$ cat config.mk
export PLATFORM = sky130hd
export DESIGN_NAME = dual_serial_input_gate_array_core
export DESIGN_NICKNAME = d
export VERILOG_FILES = /design/src/design/dsiga_pkg.sv /design/src/design/dual_serial_input_gate_array_core.sv /design/src/design/dsiga_core.sv
export SDC_FILE = /design/constraint.sdc
export NUM_CORES = 1
export LEC_CHECK = 0
export BUFFER_PORTS_ARGS = -buffer_cell sky130_fd_sc_hd__buf_2
export CAP_MARGIN = 5
export CORE_MARGIN = 3
export CORE_UTILIZATION = 56
export CTS_BUF_LIST = sky130_fd_sc_hd__clkbuf_8
export CTS_CLUSTER_DIAMETER = 30
export DETAILED_ROUTE_END_ITERATION = 6
export GPL_ROUTABILITY_DRIVEN = 0
export PLACE_DENSITY = 0.75
export SETUP_SLACK_MARGIN = 0.5
export SYNTH_ARGS = -nofsm -noshare
export SYNTH_HDL_FRONTEND = slang
export SYNTH_SLANG_ARGS = --single-unit
$ cat constraint.sdc
create_clock -name clk -period 5.5 [get_ports clk]
set_input_delay 0 -clock clk [delete_from_list [all_inputs] [get_ports clk]]
set_output_delay 0 -clock clk [all_outputs]
set_load 0.005 [all_outputs]
$ cat src/design/dsiga_pkg.sv
// dsiga_pkg.sv: shared types, field layouts and address codes for the serial front end
`timescale 1ns / 1ps

package dsiga_pkg;

  localparam int InTdataWidth  = 40;
  localparam int InTuserWidth  = 2;
  localparam int OutTdataWidth = 32;

  typedef enum logic [1:0] {
    KIND_READ  = 2'd0,
    KIND_WRITE = 2'd1,
    KIND_RX    = 2'd2,
    KIND_TICK  = 2'd3
  } kind_t;

  typedef enum logic [1:0] {
    SRC_NONE  = 2'd0,
    SRC_PORT0 = 2'd1,
    SRC_PORT1 = 2'd2
  } irq_src_t;

  localparam logic [7:0] ADDR_SOFT_LATCH = 8'h60;
  localparam logic [7:0] ADDR_DIAG       = 8'h63;
  localparam logic [7:0] ADDR_CTRL_66    = 8'h66;
  localparam logic [7:0] ADDR_DATA_0     = 8'h67;
  localparam logic [7:0] ADDR_DATA_1     = 8'h68;
  localparam logic [7:0] ADDR_CTRL_69    = 8'h69;
  localparam logic [7:0] ADDR_STATUS_6A  = 8'h6a;
  localparam logic [7:0] ADDR_STATUS_A0  = 8'ha0;

  localparam logic [7:0] UNMAPPED_READ   = 8'hff;
  localparam logic [7:0] DIAG_IRQ_MASK   = 8'hfc;

  typedef struct packed {
    logic       irq1_seen;
    logic [7:0] pic_word;
    logic [7:0] rx_byte;
    logic       rx_port;
    logic [7:0] write_data;
    logic [7:0] address;
    kind_t      kind;
  } in_item_t;

  typedef struct packed {
    logic       pic_word_select;
    logic [7:0] tx_byte;
    logic       tx_port;
    logic       tx_valid;
    logic       nmi_enable;
    logic       nmi_pulse;
    logic [7:0] diag_irq_lines;
    logic       irq1_request;
    logic [7:0] read_data;
  } out_item_t;

endpackage

$ cat src/design/dual_serial_input_gate_array_core.sv
// dual_serial_input_gate_array_core.sv: top level with input register and result register
`timescale 1ns / 1ps

// Bus and serial front end for two serial interfaces behind data registers 67h and 68h.
// Each input transfer is one event (bus read, bus write, received byte or poll tick,
// selected by tuser) and yields exactly one result transfer. The block takes one event
// per cycle while the result side is not stalling; each event passes through the input
// register and then the result register, with all register and interrupt logic
// evaluated in the single combinational step between them. Either side may stall freely.
module dual_serial_input_gate_array_core (
  input  logic                                 clk,
  input  logic                                 rst,
  input  logic                                 s_axis_tvalid,
  output logic                                 s_axis_tready,
  // address, write_data, rx_port, rx_byte, pic_word, irq1_seen, zero fill
  input  logic [dsiga_pkg::InTdataWidth-1:0]   s_axis_tdata,
  // kind
  input  logic [dsiga_pkg::InTuserWidth-1:0]   s_axis_tuser,
  output logic                                 m_axis_tvalid,
  input  logic                                 m_axis_tready,
  // read_data, irq1_request, diag_irq_lines, nmi_pulse, nmi_enable, tx_valid,
  // tx_port, tx_byte, pic_word_select, zero fill
  output logic [dsiga_pkg::OutTdataWidth-1:0]  m_axis_tdata
);
  import dsiga_pkg::*;

  logic      in_valid;
  in_item_t  in_item;
  logic      out_valid;
  out_item_t out_item;
  out_item_t result;
  logic      step;

  assign step          = in_valid && (!out_valid || m_axis_tready);
  assign s_axis_tready = !in_valid || step;

  always_ff @(posedge clk) begin
    if (rst) begin
      in_valid <= 1'b0;
    end else if (s_axis_tready) begin
      in_valid <= s_axis_tvalid;
    end
  end

  always_ff @(posedge clk) begin
    if (s_axis_tready && s_axis_tvalid) begin
      in_item.kind       <= kind_t'(s_axis_tuser);
      in_item.address    <= s_axis_tdata[7:0];
      in_item.write_data <= s_axis_tdata[15:8];
      in_item.rx_port    <= s_axis_tdata[16];
      in_item.rx_byte    <= s_axis_tdata[24:17];
      in_item.pic_word   <= s_axis_tdata[32:25];
      in_item.irq1_seen  <= s_axis_tdata[33];
    end
  end

  dsiga_core u_core (
    .clk    (clk),
    .rst    (rst),
    .step   (step),
    .item   (in_item),
    .result (result)
  );

  always_ff @(posedge clk) begin
    if (rst) begin
      out_valid <= 1'b0;
    end else if (step) begin
      out_valid <= 1'b1;
    end else if (m_axis_tready) begin
      out_valid <= 1'b0;
    end
  end

  always_ff @(posedge clk) begin
    if (step) begin
      out_item <= result;
    end
  end

  assign m_axis_tvalid = out_valid;
  assign m_axis_tdata  = {{(OutTdataWidth - $bits(out_item_t)){1'b0}}, out_item};

endmodule

$ cat src/design/dsiga_core.sv
// dsiga_core.sv: register file, receive latches and interrupt logic, one item per step
`timescale 1ns / 1ps

module dsiga_core (
  input  logic                clk,
  input  logic                rst,
  input  logic                step,
  input  dsiga_pkg::in_item_t item,
  output dsiga_pkg::out_item_t result
);
  import dsiga_pkg::*;

  logic [7:0] software_latch, software_latch_next;
  logic [7:0] diag_register, diag_register_next;
  logic [7:0] control_66, control_66_next;
  logic [7:0] control_69, control_69_next;
  logic [7:0] diag_irqs, diag_irqs_next;
  logic [1:0] tx_armed, tx_armed_next;
  logic [7:0] rx_latch [2];
  logic [7:0] rx_latch_next [2];
  logic [1:0] rx_full, rx_full_next;
  logic [1:0] rx_new, rx_new_next;
  irq_src_t   int_source, int_source_next;
  logic       irq1_level, irq1_level_next;
  logic       nmi_enable_latch, nmi_enable_latch_next;

  logic [1:0] ack;
  logic       nmi;
  logic [7:0] rd;
  logic       txv, txp;
  logic [7:0] txb;

  always_comb begin
    software_latch_next   = software_latch;
    diag_register_next    = diag_register;
    control_66_next       = control_66;
    control_69_next       = control_69;
    diag_irqs_next        = diag_irqs;
    tx_armed_next         = tx_armed;
    rx_latch_next         = rx_latch;
    rx_full_next          = rx_full;
    rx_new_next           = rx_new;
    int_source_next       = int_source;
    irq1_level_next       = irq1_level;
    nmi_enable_latch_next = nmi_enable_latch;
    ack = 2'b00;
    nmi = 1'b0;
    rd  = 8'h00;
    txv = 1'b0;
    txp = 1'b0;
    txb = 8'h00;

    unique case (item.kind)
      KIND_READ: begin
        unique case (item.address)
          ADDR_SOFT_LATCH: rd = software_latch;
          ADDR_DIAG:       rd = item.pic_word;
          ADDR_CTRL_66:    rd = control_66 | 8'h04;
          ADDR_DATA_0:     rd = rx_latch[0];
          ADDR_DATA_1:     rd = rx_latch[1];
          ADDR_CTRL_69:    rd = control_69;
          ADDR_STATUS_6A:  rd = {2'b00, rx_full[0], 2'b00, rx_full[1], 2'b00};
          ADDR_STATUS_A0:  rd = {4'h0, rx_full[1], rx_full[0], 2'b00};
          default:         rd = UNMAPPED_READ;
        endcase
      end
      KIND_WRITE: begin
        unique case (item.address)
          ADDR_SOFT_LATCH: software_latch_next = item.write_data;
          ADDR_DIAG: begin
            if (control_69[7]) begin
              diag_irqs_next = item.write_data & DIAG_IRQ_MASK;
              nmi = control_69[2] & ~diag_register[0] & item.write_data[0];
            end
            diag_register_next = item.write_data;
          end
          ADDR_CTRL_66: begin
            // rising edges on bits 4 and 6 acknowledge the receive latches
            ack[0] = ~control_66[4] & item.write_data[4];
            ack[1] = ~control_66[6] & item.write_data[6];
            control_66_next = item.write_data & 8'hfb;
          end
          ADDR_DATA_0, ADDR_DATA_1: begin
            txp = item.address[0] ? 1'b0 : 1'b1;
            if (tx_armed[txp]) begin
              txv = 1'b1;
              txb = item.write_data;
              tx_armed_next[txp] = 1'b0;
            end else begin
              txp = 1'b0;
            end
          end
          ADDR_CTRL_69: begin
            if (~control_69[3] & item.write_data[3]) tx_armed_next[0] = 1'b1;
            if (~control_69[4] & item.write_data[4]) tx_armed_next[1] = 1'b1;
            if (control_69[7] & ~item.write_data[7]) diag_irqs_next = 8'h00;
            control_69_next = item.write_data;
          end
          ADDR_STATUS_A0: nmi_enable_latch_next = item.write_data[7];
          default: ;
        endcase
      end
      KIND_RX: begin
        if (!rx_full[item.rx_port]) begin
          rx_latch_next[item.rx_port] = item.rx_byte;
          rx_full_next[item.rx_port]  = 1'b1;
          rx_new_next[item.rx_port]   = 1'b1;
        end
      end
      KIND_TICK: begin
        if ((|rx_full) && (int_source == SRC_NONE || (|rx_new) || !item.irq1_seen)) begin
          int_source_next = rx_full[1] ? SRC_PORT1 : SRC_PORT0;
          irq1_level_next = 1'b1;
        end
        rx_new_next = 2'b00;
      end
      default: ;
    endcase

    // acknowledging an empty latch does nothing
    if ((ack & rx_full) != 2'b00) begin
      rx_full_next = rx_full & ~ack;
      rx_new_next  = rx_new & ~ack;
      if (int_source != SRC_NONE) begin
        irq1_level_next = 1'b0;
        int_source_next = SRC_NONE;
      end
    end

    result.read_data       = rd;
    result.irq1_request    = irq1_level_next;
    result.diag_irq_lines  = diag_irqs_next;
    result.nmi_pulse       = nmi;
    result.nmi_enable      = nmi_enable_latch_next;
    result.tx_valid        = txv;
    result.tx_port         = txp;
    result.tx_byte         = txb;
    result.pic_word_select = control_69_next[6];
  end

  always_ff @(posedge clk) begin
    if (rst) begin
      software_latch   <= 8'h00;
      diag_register    <= 8'h00;
      control_66       <= 8'h00;
      control_69       <= 8'h00;
      diag_irqs        <= 8'h00;
      tx_armed         <= 2'b00;
      rx_latch[0]      <= 8'h00;
      rx_latch[1]      <= 8'h00;
      rx_full          <= 2'b00;
      rx_new           <= 2'b00;
      int_source       <= SRC_NONE;
      irq1_level       <= 1'b0;
      nmi_enable_latch <= 1'b1;
    end else if (step) begin
      software_latch   <= software_latch_next;
      diag_register    <= diag_register_next;
      control_66       <= control_66_next;
      control_69       <= control_69_next;
      diag_irqs        <= diag_irqs_next;
      tx_armed         <= tx_armed_next;
      rx_latch         <= rx_latch_next;
      rx_full          <= rx_full_next;
      rx_new           <= rx_new_next;
      int_source       <= int_source_next;
      irq1_level       <= irq1_level_next;
      nmi_enable_latch <= nmi_enable_latch_next;
    end
  end

endmodule

==> key figures <==
Run status
  – Status: completed

Detailed routing
  – Vias: 4173
  – Avg WL per Cell: 17.9 um
  – DRC: 0
  – Vias per Instance: 6.06
  – Final wirelength: 12.3 mm
  – Drt pass-1 iters: 6
  – Detailed Route Iter0 Violations: 388
  – Routed Antenna Nets: 0

Clock tree
  – Setup Fix Bufs, Post-CTS: 0
  – Num CTS Buffers: 17
  – CTS tree: built
  – Clock Latency Late Sink: 0.44 ns
  – Root Driver: clkbuf_8
  – H-tree Lvls: 4
  – Cts repair resizes: 0
  – Clk buf depth: 2
  – Hold buffer count at CTS: 38
  – Clock transition at path regs: 0.07 ns
  – Clock Sinks: 126

Setup path
  – Crit path launch type: flip-flop
  – Worst Setup Path Type: flip-flop to flip-flop
  – Data arrival, critical path: 3.39 ns
  – CP Max Fanout: 29
  – Worst path required time: 5.88 ns
  – CP Capture Type: flip-flop

STA
  – Slew Viols, Final: 0
  – Slew @ Worst Pin: 1.11 ns
  – Clk_skew: 0.00844 ns
  – Final-report setup violation count: 0
  – Fin crit share: 0.548
  – Worst slew margin: 0.259
  – Sum of negative setup slack: 0 ns
  – Fin. Hold Viols: 0
  – FMAX: 0.332 GHz
  – RSZ-0062 raised after global routing: false
  – Min Clock Period, post-route: 3.01 ns

Power and ir drop
  – Worst VDD drop: 0.246 mV
  – Leakage: 2.40 nW
  – NetSw: 440 uW
  – Internal power: 1.48 mW
  – Sw Share: 0.230
  – Share of total power in the clock network: 0.396
  – Pwr per Cell Area: 299 mW/mm2
  – Sequential fraction of design power: 0.547
  – Comb pwr share: 0.057
  – Tot Pwr: 1.92 mW

Yosys
  – Post-synth top area cell: edfxtp_1
  – Netlist cell types: 56
  – Mapped Area: 0.00525 mm2
  – Asr flop ratio synth: 0
  – Cells after synthesis: 464
  – Ys flop type: edfxtp_1
  – Synthesized area per cell: 11.3 um2
  – Ys Warns: 0
  – Synthesized flop and latch total: 126
  – Top cells by area, synth: edfxtp_1 (38%), dfxtp_1 (23%), mux2i_1 (5.9%)
  – EDFF count, synth: 66
  – Register area share after synthesis: 0.606
  – Synth top area share: 0.377

Global route
  – Largest net degree at the start of global routing: 55
  – First-pass GRT wire length: 19.6 mm
  – Initial antenna violation count: 0
  – Vias in the first global route: 3826
  – GRT Total Usage: 0.246
  – GR Overflow Total: 0

Final layout
  – Final Instance Area: 0.00640 mm2
  – Ant. Diodes: 0
  – Syn-to-layout area delta: 21.9%
  – Most frequent cells in the layout: buf_2 (71), edfxtp_1 (66), dfxtp_1 (60), dlygate4sd3_1 (38), a21oi_1 (37)
  – Layout cell share with drive strength beyond 1: 0.189
  – Nets: 614
  – Most common cell after layout, fill and taps aside: buf_2
  – Fillers: 655

Placement
  – Count of input and output buffers: 71
  – Post-DP Area: 0.00565 mm2
  – Final HPWL from detailed placement: 7.99 mm

Job
  – Max-cap check violation count: 0

Die
  – Placeable Area: 0.00893 mm2
  – Std-Cell Rows: 34
  – Die area: 0.0106 mm2
  – I/O pins: 80
  – Starting density of the core: 0.588
  – Die X: 103 um
  – Die height: 103 um

Min path
  – HP Class: input pin to flip-flop
==> power groups by stage <==
stage          clock network (mW)  logic, mW  registers, mW
3_5_place_dp                    0     0.0883           1.07
6_report                    0.759      0.110           1.05
2_1_floorplan                   0     0.0599           1.05
5_1_grt                     0.809      0.121           1.05
3_3_place_gp                    0     0.0852           1.07
4_1_cts                     0.767      0.109           1.05
==> state kept, by name (all words and copies together) (netlist names), 2 cells and up <==
register               cells
in_item                   36
m_axis_tdata              30
u_core.control_66          7
u_core.control_69          8
u_core.diag_irqs           8
u_core.int_source          2
u_core.rx_full             2
u_core.rx_latch           16
u_core.rx_new              2
u_core.software_latch      8
u_core.tx_armed            2
==> layer usage <==
layer  global-route usage  up-vias  share of wire
li1                     -     1957              -
met1                0.327     1994           0.42
met2                0.396      204           0.49
met3               0.0568       18          0.083
met4               0.0886        0          0.015
met5                    0        -              0
==> path summary, 6_finish.rpt <==
check                                            to           startpoint  slack, ns  cells after the start
worst max-delay path             u_core.tx_armed[0]           in_item[0]       2.49                      4
worst min-delay path                  m_axis_tvalid        m_axis_tready       0.02                      3
worst max register to register   u_core.tx_armed[0]           in_item[0]       2.49                      4
worst min register to register  u_core.diag_irqs[0]  u_core.diag_irqs[0]       0.46                      1
==> cell type report <==
class / count / area, um2 / area share
clock buffers: 18 / 248 / 0.0387
inverters: 11 / 41.3 / 0.00645
repair buffers: 113 / 766 / 0.120
clock inverters: 14 / 128 / 0.0199
flip-flops and latches: 126 / 3180 / 0.497
multi-input cells: 299 / 1900 / 0.297
well taps: 108 / 135 / 0.0211
==> cell usage after synthesis (5+ instances only) <==
cell type	number
a21oi_1	37
a221oi_1	8
and2_1	15
buf_2	7
clkbuf_1	19
dfxtp_1	60
edfxtp_1	66
inv_1	10
mux2i_1	31
nand2_1	15
nand2b_1	7
nand3_1	26
nand3b_1	8
nand4_1	7
nor2_1	30
nor2b_1	9
o21ai_0	33
o21ai_1	9
o22ai_1	6
o2bb2ai_1	5
==> worst max-delay path, stage by stage, from the launching register on <==
cell and delay, ns:
edfxtp_1 0.51, nor2b_1 0.58, nand4_1 1.00, nor4b_1 0.61
o221a_1 0.25
==> logic make-up after synthesis <==
logic type      after synthesis  share of synthesized area
simple gates                137                      0.146
compound gates              127                      0.152
flops                       126                      0.606
buf+inv                      40                     0.0324
mux                          32                     0.0612
xor+xnor                      1                    0.00167
other cells                   1                   0.000714
==> per-stage QoR <==
stage	hold WS [ns]	std cells	util	setup WS, ns
CTS	0.00261	689	0.717	2.55
floorplan	0.0989	465	-	3.63
global placement	0.176	619	0.632	2.60
detailed placement	0.178	619	0.632	2.57
finish	0.0194	689	0.717	2.49
global route	0.0368	689	0.717	2.20
Power figures use the tool's default switching activity.
